## src/rtl/core/lmf_pkg.sv

```systemverilog
package lmf_pkg;

  // store geometry
  localparam int LED_COUNT     = 512;
  localparam int LEDS_PER_ROW  = 16;
  localparam int ROW_COUNT     = (LED_COUNT + LEDS_PER_ROW - 1) / LEDS_PER_ROW;
  localparam int ROW_W         = $clog2(ROW_COUNT);
  localparam int ROWS_PER_RING = 4;
  localparam int IDX_W         = 15;

  // frame layout
  localparam logic [7:0] GRID_HEAD = 8'h1A;
  localparam logic [7:0] RING_HEAD = 8'h92;
  localparam int GRID_FRAME_LEN = 35;
  localparam int RING_FRAME_LEN = 34;
  localparam int WORD_BYTES     = 8;
  localparam int DATA_BYTES     = 32;
  localparam int LAST_WORD      = GRID_FRAME_LEN / WORD_BYTES;
  localparam int GRID_ROWS      = 8;
  localparam int GRID_QUADS     = 4;
  localparam int RING_FRAMES    = 8;

  // command queue
  localparam int QUEUE_DEPTH = 4;
  localparam int QP_W        = $clog2(QUEUE_DEPTH);

  // input modes
  localparam logic [2:0] MODE_SET_GRID  = 3'd0;
  localparam logic [2:0] MODE_SET_RING  = 3'd1;
  localparam logic [2:0] MODE_CLEAR_ALL = 3'd2;
  localparam logic [2:0] MODE_CLR_RING  = 3'd3;
  localparam logic [2:0] MODE_MARK      = 3'd4;
  localparam logic [2:0] MODE_REFRESH   = 3'd5;

  typedef enum logic [2:0] {
    OP_NONE     = 3'd0,
    OP_SET      = 3'd1,
    OP_CLR_ALL  = 3'd2,
    OP_CLR_RING = 3'd3,
    OP_MARK     = 3'd4,
    OP_REFRESH  = 3'd5
  } lmf_op_t;

  typedef struct packed {
    logic [2:0] mode;
    logic [7:0] column_or_position;
    logic [7:0] row_or_ring;
    logic [3:0] level;
    logic       mark_ring_set;
  } lmf_in_t;

  typedef struct packed {
    logic [63:0] frame_bytes;
    logic [3:0]  byte_count;
    logic        frame_end;
    logic        last;
  } lmf_out_t;

  typedef struct packed {
    lmf_op_t          op;
    logic [ROW_W-1:0] row;
    logic [3:0]       nib;
    logic [3:0]       level;
    logic [7:0]       ring;
    logic             sel;
  } lmf_cmd_t;

endpackage

```

## src/rtl/core/led_level_map_framer.sv

```systemverilog
// an accepted command is queued, then executed from the queue head by the idle back end
// a refresh goes through queue, row fetch, wait and output register to its first word
// throughput: set, clear and mark words run at one per cycle while no refresh is active
// refresh: grid frames read 8 rows, wait, send 5 words; ring frames read half the rows
// the refresh sequencer holds the four-entry queue; input stalls only when it is full
// reset: synchronous active-low, clears flags, queue and per-row valid bits
module led_level_map_framer import lmf_pkg::*; (
  input  logic     clk,
  input  logic     rst_n,
  input  logic     in_valid,
  output logic     in_stall,
  input  lmf_in_t  in_data,
  output logic     out_valid,
  input  logic     out_stall,
  output lmf_out_t out_data
);

  logic     f_valid;
  lmf_cmd_t f_cmd;
  logic     q_full;
  logic     q_pop;
  logic     q_valid;
  lmf_cmd_t q_cmd;

  assign in_stall = q_full;

  // decode incoming words
  lmf_front u_front (
    .in_valid  (in_valid),
    .in_data   (in_data),
    .cmd_valid (f_valid),
    .cmd       (f_cmd)
  );

  // command queue between front and back
  lmf_queue u_queue (
    .clk       (clk),
    .rst_n     (rst_n),
    .push      (f_valid),
    .push_cmd  (f_cmd),
    .full      (q_full),
    .pop       (q_pop),
    .pop_valid (q_valid),
    .pop_cmd   (q_cmd)
  );

  // store, flags and frame output
  lmf_back u_back (
    .clk       (clk),
    .rst_n     (rst_n),
    .cmd_valid (q_valid),
    .cmd       (q_cmd),
    .cmd_pop   (q_pop),
    .out_valid (out_valid),
    .out_stall (out_stall),
    .out_data  (out_data)
  );

endmodule

```

## src/rtl/core/lmf_front.sv

```systemverilog
module lmf_front import lmf_pkg::*; (
  input  logic     in_valid,
  input  lmf_in_t  in_data,
  output logic     cmd_valid,
  output lmf_cmd_t cmd
);

  logic [IDX_W-1:0] idx_grid;
  logic [IDX_W-1:0] idx_ring;
  logic [IDX_W-1:0] idx;
  logic             in_range;

  // store index for grid and ring addressing
  assign idx_grid = {7'd0, in_data.column_or_position} + {3'd0, in_data.row_or_ring, 4'd0};
  assign idx_ring = {7'd0, in_data.column_or_position} + {1'b0, in_data.row_or_ring, 6'd0};
  assign idx      = (in_data.mode == MODE_SET_RING) ? idx_ring : idx_grid;
  assign in_range = idx < IDX_W'(LED_COUNT);

  // classify the word into a command
  always_comb begin
    cmd       = '0;
    cmd.op    = OP_NONE;
    cmd.row   = idx[ROW_W+3:4];
    cmd.nib   = idx[3:0];
    cmd.level = in_data.level;
    cmd.ring  = in_data.row_or_ring;
    cmd.sel   = in_data.mark_ring_set;
    case (in_data.mode)
      MODE_SET_GRID, MODE_SET_RING: begin
        cmd.op = in_range ? OP_SET : OP_NONE;
      end
      MODE_CLEAR_ALL: cmd.op = OP_CLR_ALL;
      MODE_CLR_RING:  cmd.op = OP_CLR_RING;
      MODE_MARK:      cmd.op = OP_MARK;
      MODE_REFRESH:   cmd.op = OP_REFRESH;
      default:        cmd.op = OP_NONE;
    endcase
  end

  assign cmd_valid = in_valid && (cmd.op != OP_NONE);

endmodule

```

## src/rtl/core/lmf_queue.sv

```systemverilog
module lmf_queue import lmf_pkg::*; (
  input  logic     clk,
  input  logic     rst_n,
  input  logic     push,
  input  lmf_cmd_t push_cmd,
  output logic     full,
  input  logic     pop,
  output logic     pop_valid,
  output lmf_cmd_t pop_cmd
);

  lmf_cmd_t        slot_r [QUEUE_DEPTH];
  logic [QP_W-1:0] wp_r, wp_nxt;
  logic [QP_W-1:0] rp_r, rp_nxt;
  logic [QP_W:0]   cnt_r, cnt_nxt;
  logic            do_push;
  logic            do_pop;

  assign full      = cnt_r == (QP_W+1)'(QUEUE_DEPTH);
  assign pop_valid = cnt_r != '0;
  assign pop_cmd   = slot_r[rp_r];
  assign do_push   = push && !full;
  assign do_pop    = pop && pop_valid;

  // pointer and fill count update
  always_comb begin
    wp_nxt  = do_push ? wp_r + 1'b1 : wp_r;
    rp_nxt  = do_pop ? rp_r + 1'b1 : rp_r;
    cnt_nxt = cnt_r + (QP_W+1)'(do_push) - (QP_W+1)'(do_pop);
  end

  always_ff @(posedge clk) begin
    if (!rst_n) begin
      wp_r  <= '0;
      rp_r  <= '0;
      cnt_r <= '0;
    end else begin
      wp_r  <= wp_nxt;
      rp_r  <= rp_nxt;
      cnt_r <= cnt_nxt;
    end
  end

  // entry storage
  always_ff @(posedge clk) begin
    if (do_push) begin
      slot_r[wp_r] <= push_cmd;
    end
  end

endmodule

```

## src/rtl/core/lmf_back.sv

```systemverilog
module lmf_back import lmf_pkg::*; (
  input  logic     clk,
  input  logic     rst_n,
  input  logic     cmd_valid,
  input  lmf_cmd_t cmd,
  output logic     cmd_pop,
  output logic     out_valid,
  input  logic     out_stall,
  output lmf_out_t out_data
);

  typedef enum logic [3:0] {
    S_IDLE  = 4'b0001,
    S_FETCH = 4'b0010,
    S_WAIT  = 4'b0100,
    S_SEND  = 4'b1000
  } lmf_state_t;

  lmf_state_t st_r, st_nxt;

  logic [63:0] mem [ROW_COUNT];
  logic [ROW_COUNT-1:0] rv_r, rv_nxt;
  logic grid_dirty_r, grid_dirty_nxt;
  logic ring_dirty_r, ring_dirty_nxt;

  logic       do_ring_r, do_ring_nxt;
  logic       phase_ring_r, phase_ring_nxt;
  logic [2:0] fno_r, fno_nxt;
  logic [2:0] cnt_r, cnt_nxt;
  logic [2:0] wcnt_r, wcnt_nxt;

  // store write port
  logic             mem_we;
  logic [ROW_W-1:0] mem_wa;
  logic [15:0]      mem_mask;
  logic [63:0]      mem_wdata;

  // store read port
  logic [4:0]       row5;
  logic             row_ok;
  logic [ROW_W-1:0] rd_addr;
  logic [63:0]      mem_rd_r;
  logic             rd_ok_r;
  logic             rd_pend_r;
  logic [2:0]       rd_slot_r;
  logic             rd_issue;

  logic [31:0][7:0] fbuf_r;
  logic [63:0]      rd_row;
  logic [31:0]      rd_half;

  logic       out_valid_r;
  lmf_out_t   out_data_r;
  logic       out_load;
  lmf_out_t   word;
  logic [2:0][7:0] hdr;
  logic [1:0] hl;
  logic       last_frame;

  assign cmd_pop = (st_r == S_IDLE) && cmd_valid;

  // command execution and refresh sequencing
  always_comb begin
    st_nxt         = st_r;
    rv_nxt         = rv_r;
    grid_dirty_nxt = grid_dirty_r;
    ring_dirty_nxt = ring_dirty_r;
    do_ring_nxt    = do_ring_r;
    phase_ring_nxt = phase_ring_r;
    fno_nxt        = fno_r;
    cnt_nxt        = cnt_r;
    wcnt_nxt       = wcnt_r;
    mem_we         = 1'b0;
    mem_wa         = cmd.row;
    mem_mask       = '0;
    mem_wdata      = {16{cmd.level}};
    rd_issue       = 1'b0;
    case (st_r)
      S_IDLE: begin
        if (cmd_valid) begin
          case (cmd.op)
            OP_SET: begin
              mem_we = 1'b1;
              rv_nxt[cmd.row] = 1'b1;
              if (rv_r[cmd.row]) begin
                mem_mask = 16'd1 << cmd.nib;
              end else begin
                // first write of a cleared row zeroes its other leds
                mem_mask = '1;
                for (int i = 0; i < 16; i++) begin
                  mem_wdata[4*i +: 4] = (cmd.nib == 4'(i)) ? cmd.level : 4'd0;
                end
              end
            end
            OP_CLR_ALL: rv_nxt = '0;
            OP_CLR_RING: begin
              for (int k = 0; k < ROW_COUNT; k++) begin
                if (8'(k / ROWS_PER_RING) == cmd.ring) begin
                  rv_nxt[k] = 1'b0;
                end
              end
            end
            OP_MARK: begin
              if (cmd.sel) begin
                ring_dirty_nxt = 1'b1;
              end else begin
                grid_dirty_nxt = 1'b1;
              end
            end
            OP_REFRESH: begin
              if (grid_dirty_r || ring_dirty_r) begin
                do_ring_nxt    = ring_dirty_r;
                phase_ring_nxt = !grid_dirty_r;
                fno_nxt        = '0;
                cnt_nxt        = '0;
                grid_dirty_nxt = 1'b0;
                ring_dirty_nxt = 1'b0;
                st_nxt         = S_FETCH;
              end
            end
            default: ;
          endcase
        end
      end
      S_FETCH: begin
        rd_issue = 1'b1;
        if (cnt_r == (phase_ring_r ? 3'(ROWS_PER_RING - 1) : 3'(GRID_ROWS - 1))) begin
          st_nxt = S_WAIT;
        end else begin
          cnt_nxt = cnt_r + 3'd1;
        end
      end
      S_WAIT: begin
        wcnt_nxt = '0;
        st_nxt   = S_SEND;
      end
      S_SEND: begin
        if (out_load) begin
          if (wcnt_r == 3'(LAST_WORD)) begin
            wcnt_nxt = '0;
            cnt_nxt  = '0;
            if (!phase_ring_r && fno_r == 3'(GRID_QUADS - 1)) begin
              if (do_ring_r) begin
                phase_ring_nxt = 1'b1;
                fno_nxt        = '0;
                st_nxt         = S_FETCH;
              end else begin
                st_nxt = S_IDLE;
              end
            end else if (phase_ring_r && fno_r == 3'(RING_FRAMES - 1)) begin
              st_nxt = S_IDLE;
            end else begin
              fno_nxt = fno_r + 3'd1;
              st_nxt  = S_FETCH;
            end
          end else begin
            wcnt_nxt = wcnt_r + 3'd1;
          end
        end
      end
      default: st_nxt = S_IDLE;
    endcase
  end

  always_ff @(posedge clk) begin
    if (!rst_n) begin
      st_r         <= S_IDLE;
      rv_r         <= '0;
      grid_dirty_r <= 1'b0;
      ring_dirty_r <= 1'b0;
      do_ring_r    <= 1'b0;
      phase_ring_r <= 1'b0;
      fno_r        <= '0;
      cnt_r        <= '0;
      wcnt_r       <= '0;
      rd_pend_r    <= 1'b0;
      out_valid_r  <= 1'b0;
    end else begin
      st_r         <= st_nxt;
      rv_r         <= rv_nxt;
      grid_dirty_r <= grid_dirty_nxt;
      ring_dirty_r <= ring_dirty_nxt;
      do_ring_r    <= do_ring_nxt;
      phase_ring_r <= phase_ring_nxt;
      fno_r        <= fno_nxt;
      cnt_r        <= cnt_nxt;
      wcnt_r       <= wcnt_nxt;
      rd_pend_r    <= rd_issue;
      out_valid_r  <= out_load ? 1'b1 : (out_stall ? out_valid_r : 1'b0);
    end
  end

  // level store, nibble write mask, registered read
  always_ff @(posedge clk) begin
    for (int i = 0; i < 16; i++) begin
      if (mem_we && mem_mask[i]) begin
        mem[mem_wa][4*i +: 4] <= mem_wdata[4*i +: 4];
      end
    end
    mem_rd_r <= mem[rd_addr];
  end

  // fetch row address for the current quadrant or ring
  assign row5    = phase_ring_r ? {fno_r, cnt_r[1:0]} : {1'b0, fno_r[1], cnt_r};
  assign row_ok  = {1'b0, row5} < 6'(ROW_COUNT);
  assign rd_addr = row5[ROW_W-1:0];

  always_ff @(posedge clk) begin
    rd_ok_r   <= row_ok && rv_r[rd_addr];
    rd_slot_r <= cnt_r;
  end

  // pack fetched rows into the frame data buffer
  assign rd_row  = rd_ok_r ? mem_rd_r : 64'd0;
  assign rd_half = fno_r[0] ? rd_row[63:32] : rd_row[31:0];

  always_ff @(posedge clk) begin
    if (rd_pend_r) begin
      if (phase_ring_r) begin
        for (int j = 0; j < 8; j++) begin
          fbuf_r[{rd_slot_r[1:0], 3'(j)}] <= {rd_row[8*j +: 4], rd_row[8*j+4 +: 4]};
        end
      end else begin
        for (int j = 0; j < 4; j++) begin
          fbuf_r[{rd_slot_r, 2'(j)}] <= {rd_half[8*j +: 4], rd_half[8*j+4 +: 4]};
        end
      end
    end
  end

  // build the next output word
  always_comb begin
    logic [5:0] k;
    logic [5:0] di;
    hdr[0] = phase_ring_r ? RING_HEAD : GRID_HEAD;
    hdr[1] = phase_ring_r ? {5'd0, fno_r} : (fno_r[0] ? 8'd8 : 8'd0);
    hdr[2] = fno_r[1] ? 8'd8 : 8'd0;
    hl     = phase_ring_r ? 2'd2 : 2'd3;
    last_frame = phase_ring_r ? (fno_r == 3'(RING_FRAMES - 1))
                              : (fno_r == 3'(GRID_QUADS - 1) && !do_ring_r);
    word = '0;
    for (int b = 0; b < WORD_BYTES; b++) begin
      k  = {wcnt_r, 3'(b)};
      di = k - {4'd0, hl};
      if (k < {4'd0, hl}) begin
        word.frame_bytes[8*b +: 8] = hdr[k[1:0]];
      end else if (di < 6'(DATA_BYTES)) begin
        word.frame_bytes[8*b +: 8] = fbuf_r[di[4:0]];
      end
    end
    if (wcnt_r == 3'(LAST_WORD)) begin
      word.byte_count = phase_ring_r ? 4'(RING_FRAME_LEN - LAST_WORD * WORD_BYTES)
                                     : 4'(GRID_FRAME_LEN - LAST_WORD * WORD_BYTES);
      word.frame_end  = 1'b1;
      word.last       = last_frame;
    end else begin
      word.byte_count = 4'(WORD_BYTES);
    end
  end

  // output register
  assign out_load = (st_r == S_SEND) && (!out_valid_r || !out_stall);

  always_ff @(posedge clk) begin
    if (out_load) begin
      out_data_r <= word;
    end
  end

  assign out_valid = out_valid_r;
  assign out_data  = out_data_r;

  // checks
  a_last_ends_frame: assert property (@(posedge clk) disable iff (!rst_n)
    out_valid_r && out_data_r.last |-> out_data_r.frame_end)
    else $error("last word does not end a frame");

  a_short_word_ends_frame: assert property (@(posedge clk) disable iff (!rst_n)
    out_valid_r && out_data_r.byte_count != 4'(WORD_BYTES) |-> out_data_r.frame_end)
    else $error("short word in the middle of a frame");

  a_no_pop_in_refresh: assert property (@(posedge clk) disable iff (!rst_n)
    (st_r != S_IDLE) |-> !cmd_pop && !mem_we)
    else $error("command executed during refresh");

  a_flags_cleared: assert property (@(posedge clk) disable iff (!rst_n)
    (st_r == S_IDLE) && cmd_valid && cmd.op == OP_REFRESH |=>
      !grid_dirty_r && !ring_dirty_r)
    else $error("dirty flags survive a refresh");

endmodule
```

## config.mk

```make
export PLATFORM = sky130hd
export DESIGN_NAME = led_level_map_framer
export DESIGN_NICKNAME = d
export VERILOG_FILES = /design/src/rtl/core/lmf_pkg.sv /design/src/rtl/core/led_level_map_framer.sv /design/src/rtl/core/lmf_front.sv /design/src/rtl/core/lmf_queue.sv /design/src/rtl/core/lmf_back.sv
export SDC_FILE = /design/constraint.sdc
export NUM_CORES = 2
export LEC_CHECK = 0
export BUFFER_PORTS_ARGS = -buffer_cell sky130_fd_sc_hd__clkbuf_2
export CAP_MARGIN = 10
export CORE_UTILIZATION = 35
export DETAILED_ROUTE_END_ITERATION = 16
export GPL_TIMING_DRIVEN = 0
export HOLD_SLACK_MARGIN = 0.12
export PLACE_DENSITY = 0.51
export SYNTH_ARGS = -nofsm -noshare
export SYNTH_HDL_FRONTEND = slang
export SYNTH_SLANG_ARGS = --single-unit
```

## constraint.sdc

```tcl
create_clock -name clk -period 7.62 [get_ports clk]
set_input_delay 1.524 -clock clk [delete_from_list [all_inputs] [get_ports clk]]
set_output_delay 1.524 -clock clk [all_outputs]
set_load 0.03 [all_outputs]
```

---- Word level (Yosys, flattened, before mapping) ----
Memory sizes are Yosys's and may differ from the RTL's. A register that Yosys moved wholly into a read port is not among the register bits.
Cells that the tools add are included.
word-level totals
  memory bits (read-only) ................. 0
  word-level logic and storage cells ...... 472
  bits in latches ......................... 0
  bits in writable memories ............... 2,148
  memories kept ........................... 2
  register bits after elaboration ......... 388
operators by class
  add/subtract/negate cells ............... 17
  $lt $le $gt $ge ......................... 52
  equality and inequality tests ........... 64
  shift-type cells ........................ 1
  multipliers ............................. 0
  bitwise operators ....................... 1
  reductions and logical operators ........ 72
  divide/modulo/power cells ............... 0
  muxes and demuxes ....................... 204
memory list
  memory          words  width  rd ports  clocked after Yosys merged registers in  write ports  line             text
  u_back.mem      32     64     1         1                                        1            lmf_back.sv:21   logic [63:0] mem [ROW_COUNT];
  u_queue.slot_r  4      25     1         1                                        1            lmf_queue.sv:12  lmf_cmd_t slot_r [QUEUE_DEPTH];
operators by type and width
  kind                  count
  $bwmux W256           12
  $bmux W8 S5           8
  $mux W64              5
  $mux W8               38
  $mux W256             1
  $lt A5 B6 Y1 const B  22
  $demux W8 S2          8
  $mux W4               25
  $demux W8 S3          4
  $pmux W32 S3          1
  $ge A5 B1 Y1 const B  13
  $mux W1               65
  $mux W16              4
  $lt A6 B2 Y1          8
  $lt A6 B6 Y1 const B  8
  $sub A6 B2 Y6         8
  $mux W3               14
  $logic_and A1 B1 Y1   37
  $eq A4 B4 Y1 const B  9
  $reduce_and A4 Y1     9
  $eq A3 B8 Y1 const A  4
  $mux W32              1
  $ne A2 B1 Y1 const B  16
  $or A32 B32 Y32       1
  42 further kinds      90

---- Depth between registers and ports, before layout ----
  depth after elaboration ................. 13
  mapped depth ............................ 15
  gate-level depth less buffers ........... 15

---- By module ----
A second synthesis with hierarchy kept.
unflattened totals
  cells, all modules ...................... 6,430
  area total of the unflattened synthesis .. 108,718.0 µm²
by module, submodules not included
  module     cells each  instances  area an instance (µm²)
  lmf_back   6,162       1          103,924.7
  lmf_queue  180         1          4,132.7
  lmf_front  88          1          660.6

---- Least setup slack after synthesis ----
No wires, ideal clock.
  path type ............................... register to register
  start ................................... register u_back.phase_ring_r (netlist name)
  end ..................................... register u_back.fbuf_r[0] (netlist name), enable pin
  data arrival time ....................... 6.569 ns
  cell stages (with the launch flop) ...... 7
  slack ................................... 0.456 ns
  required time ........................... 7.025 ns
  buffers on the path ..................... 4
  cell sequence ........................... dfxtp_1 clkbuf_1 inv_1 buf_1 clkbuf_1 clkbuf_1 a2111oi_0
RTL lines
  what                           line             text
  end signal, assigned by index  lmf_back.sv:221  fbuf_r[{rd_slot_r[1:0], 3'(j)}] <= {rd_row[8*j +: 4], rd_row[8*j+4 +: 4]};
  end signal, assigned by index  lmf_back.sv:225  fbuf_r[{rd_slot_r, 2'(j)}] <= {rd_half[8*j +: 4], rd_half[8*j+4 +: 4]};
  end, declared                  lmf_back.sv:48   logic [31:0][7:0] fbuf_r;

---- Worst setup path after layout ----
  start ................................... register u_back.phase_ring_r
  end ..................................... register u_back.out_data_r, in the netlist u_back.out_data[22], data pin
on the way
  cells in the longest elaborated chain, start to end .. 6
  elaborated cells between the ends (all ways) .. 8
ends and longest elaborated chain
  what                           line             text
  start, declared                lmf_back.sv:27   logic phase_ring_r, phase_ring_nxt;
  start signal, assigned         lmf_back.sv:184  phase_ring_r <= phase_ring_nxt;
  $mux W1 *                      lmf_back.sv:238  hl = phase_ring_r ? 2'd2 : 2'd3;
  $sub A6 B2 Y6                  lmf_back.sv:244  di = k - {4'd0, hl};
  $bmux W8 S5                    lmf_back.sv:248  word.frame_bytes[8*b +: 8] = fbuf_r[di[4:0]];
  $mux W8 (not written as such)  lmf_back.sv:248
  $mux W8                        lmf_back.sv:247  end else if (di < 6'(DATA_BYTES)) begin
  $mux W8 *                      lmf_back.sv:245  if (k < {4'd0, hl}) begin
  end signal, assigned           lmf_back.sv:266  out_data_r <= word;
  end, declared                  lmf_back.sv:53   lmf_out_t out_data_r;
Mark *: on every way between the ends. The rest lies on a longest branch, timed or not. The select of a mux whose other input is x is not followed.
A chain may end at the register's enable or synchronous reset.

==> impl_metrics.json <==
{
  "grt.overflow.total": 0,
  "synthToLayoutAreaGrowth_pct": 15.86,
  "multi_input_area_um2": 29040,
  "gp_congestion": 0.9109,
  "synthFlopType": "edfxtp_1",
  "synth_seq_area_share": 0.7160,
  "grt_pass1_wl_mm": 453.8,
  "io_buffers": 98,
  "rsz0062_at_grt": "no",
  "holdWs_ps": 426.3,
  "cts.path.max_buffers": 4,
  "end_kind": "flop",
  "cts_sinks": 2601,
  "clk-insertion-delay-late_ps": 910,
  "crit_type": "reg2reg",
  "fp.dieW_um": 555.7,
  "power.leakage_nw": 36.85,
  "synth_seq_cells": 2601,
  "synthCells": 5844,
  "syn-cell-area_um2": 107300,
  "pin_count": 100,
  "ff_latch_area_um2": 76820,
  "clk_pin_slew_worst_paths_ps": 60,
  "synth.distinct_cells": 65,
  "fmax_mhz": 188.6,
  "grt_max_degree": 38,
  "critPathMaxFanout": 10,
  "yosysWarnings": 0,
  "dp_hpwl_mm": 235.7,
  "die_h_um": 555.7,
  "timing.final.crit_share": 0.6957,
  "drv_slew": 0,
  "post_cts_buffers": 0,
  "hold_path.class": "reg2reg",
  "relSlewSlack": 0.07208,
  "vias": 57510,
  "dr.pass1.iters": 6,
  "wl_mm": 326.6,
  "synth-edff-count": 2473,
  "cts-resized-gates": 0,
  "drc_errors": 0,
  "num_rows": 202,
  "setup_viol_count_final": 0,
  "hold_violations": 0,
  "cp.arrival_ps": 5950,
  "cts_root_buf": "clkbuf_16",
  "maxCapViolCount": 0,
  "antenna_left": 0,
  "floorplan.initialDensity": 0.3532,
  "fin_ws_ps": 2319,
  "fillers": 27210,
  "antenna_found_initial": 31,
  "vias_per_cell": 5.391,
  "place_area_um2": 115000,
  "coreArea_um2": 303800,
  "synthesis.nets": 5893,
  "min_period_ps": 5301,
  "dp_cells": 10130,
  "wire_per_inst_um": 30.62,
  "startpoint_type": "flop",
  "numCtsBuffers": 290,
  "grt_usage": 0.2094,
  "status": "completed",
  "cts_tree": "done",
  "hold_buffers": 0,
  "drt_iter0_markers": 6017,
  "worstPathRequired_ps": 8270,
  "postSynth.asyncResetShare": 0,
  "utilization": 0.4092,
  "max-vdd-ir-drop_v": 0.0001901,
  "die_area_um2": 308800,
  "final_cell_count_no_fill": 10670,
  "power_density_nw_per_um2": 308.3,
  "finalClockSkew_ps": 51.47,
  "drive_gt1_frac": 0.2485,
  "grt_pass1_vias": 58410,
  "worst_pin_slew_ps": 1392,
  "final_nets": 6395,
  "cts_max_level": 5,
  "pre_cts_ws_ps": 2130,
  "final_area_um2": 124300,
  "syn_avg_cell_area_um2": 18.36
}
-- registers in the layout (all words and copies together) (netlist names), 2 cells and up, named ones only --
name	flops
u_back.fno_r	3
u_back.st_r	4
u_back.fbuf_r	256
u_queue.slot_r	100
u_back.wcnt_r	3
u_back.out_data	69
u_back.mem_rd_r	64
u_back.rv_r	32
u_queue.cnt_r	3
u_back.cnt_r	3
u_queue.rp_r	2
u_queue.wp_r	2
u_back.mem	2048
u_back.rd_slot_r	3
-- final cells by class --
type,instances,area share
Sequential cell,2601,0.6180
Multi-Input combinational cell,2797,0.2336
Clock buffer,373,0.06136
Tap cell,4080,0.04106
Timing Repair Buffer,210,0.01866
Buffer,426,0.01416
Clock inverter,152,0.01244
Inverter,20,0.0006039
Antenna cell,7,0.0001409
-- cell usage in the layout (no fill, tap or decap), types with 18 or more instances in the layout --
cell,instances
clkbuf_2,147
a31oi_1,20
inv_1,19
and2_1,148
o21ai_0,153
clkbuf_1,319
clkinv_2,45
clkinv_1,42
nor2b_1,155
mux2_2,74
clkbuf_16,290
buf_16,18
a22oi_1,130
buf_2,59
edfxtp_1,2473
a21oi_2,62
nand2_1,236
mux2i_1,194
bufinv_16,22
dfxtp_1,128
buf_1,73
mux4_2,740
ha_1,18
buf_8,74
a21oi_1,28
nor2_1,651
o21a_1,33
-- cell usage after synthesis, drive strengths merged (94+ instances only) --
| master | instances | area (um2) |
|---|---|---|
| and2 | 148 | 925.9 |
| buf | 135 | 604.3 |
| nand2 | 236 | 885.9 |
| a21oi | 94 | 470.5 |
| clkbuf | 291 | 1092 |
| mux2i | 194 | 1942 |
| nor2 | 655 | 2459 |
| mux4 | 740 | 16670 |
| o21ai | 157 | 785.8 |
| nor2b | 155 | 969.7 |
| a22oi | 131 | 988.5 |
| edfxtp | 2473 | 74260 |
| dfxtp | 128 | 2562 |
-- where the power goes --
group	internal (mW)	total, mW	switching (mW)
Combinational	1.60	6.50	4.89
Sequential	18.0	18.1	0.0883
Clock	7.89	13.7	5.85
Total	27.5	38.3	10.8
-- critical path: stages, from the launching register on --
cell and delay, ps:
dfxtp_1 290, clkbuf_1 240, inv_1 210, buf_1 490, clkbuf_1 640, clkbuf_1 950
ha_1 240, clkbuf_1 530, buf_1 640, mux4_2 650, nand2_1 100, a21oi_1 70
-- per-stage QoR --
stage / power (mW) / setup TNS (ps)
floorplan: 21.46 / 0
global placement: 23.97 / -157590
detailed placement: 24.87 / 0
CTS: 38.54 / 0
global route: 39.50 / 0
finish: 38.33 / 0
-- metal layers --
metal,GRT usage,part of all wire,routed length (um),vias to the layer above
met4,0.08942,0.046,15170,12
met3,0.03177,0.065,21300,588
li1,-,-,-,24310
met5,0,0.00024,80,-
met2,0.3413,0.48,155300,2349
met1,0.2789,0.41,134700,30250
-- path summary, 6_finish.rpt --
path                                          start             endpoint  slack [ps]  cells after the start
worst max-delay path            u_back.phase_ring_r  u_back.out_data[22]        2320                     11
worst min-delay path                u_back.cnt_r[2]  u_back.rd_slot_r[2]         430                      0
worst max register to register  u_back.phase_ring_r  u_back.out_data[22]        2320                     11
worst min register to register      u_back.cnt_r[2]  u_back.rd_slot_r[2]         430                      0
-- logic make-up (layout without fill, tap and decap cells) --
family,after synthesis,count (layout),synth area share
AOI/OAI and AO/OA,482,482,0.02920
xor gates and xnor gates,14,14,0.001143
adders and majority gates,21,21,0.002659
buffers and inverters,446,1181,0.01651
DFF,2601,2601,0.7160
muxes,1008,1008,0.1812
other,1,8,0.00003495
and+or+nand+nor,1271,1271,0.05326
Power figures use the tool's default switching activity.
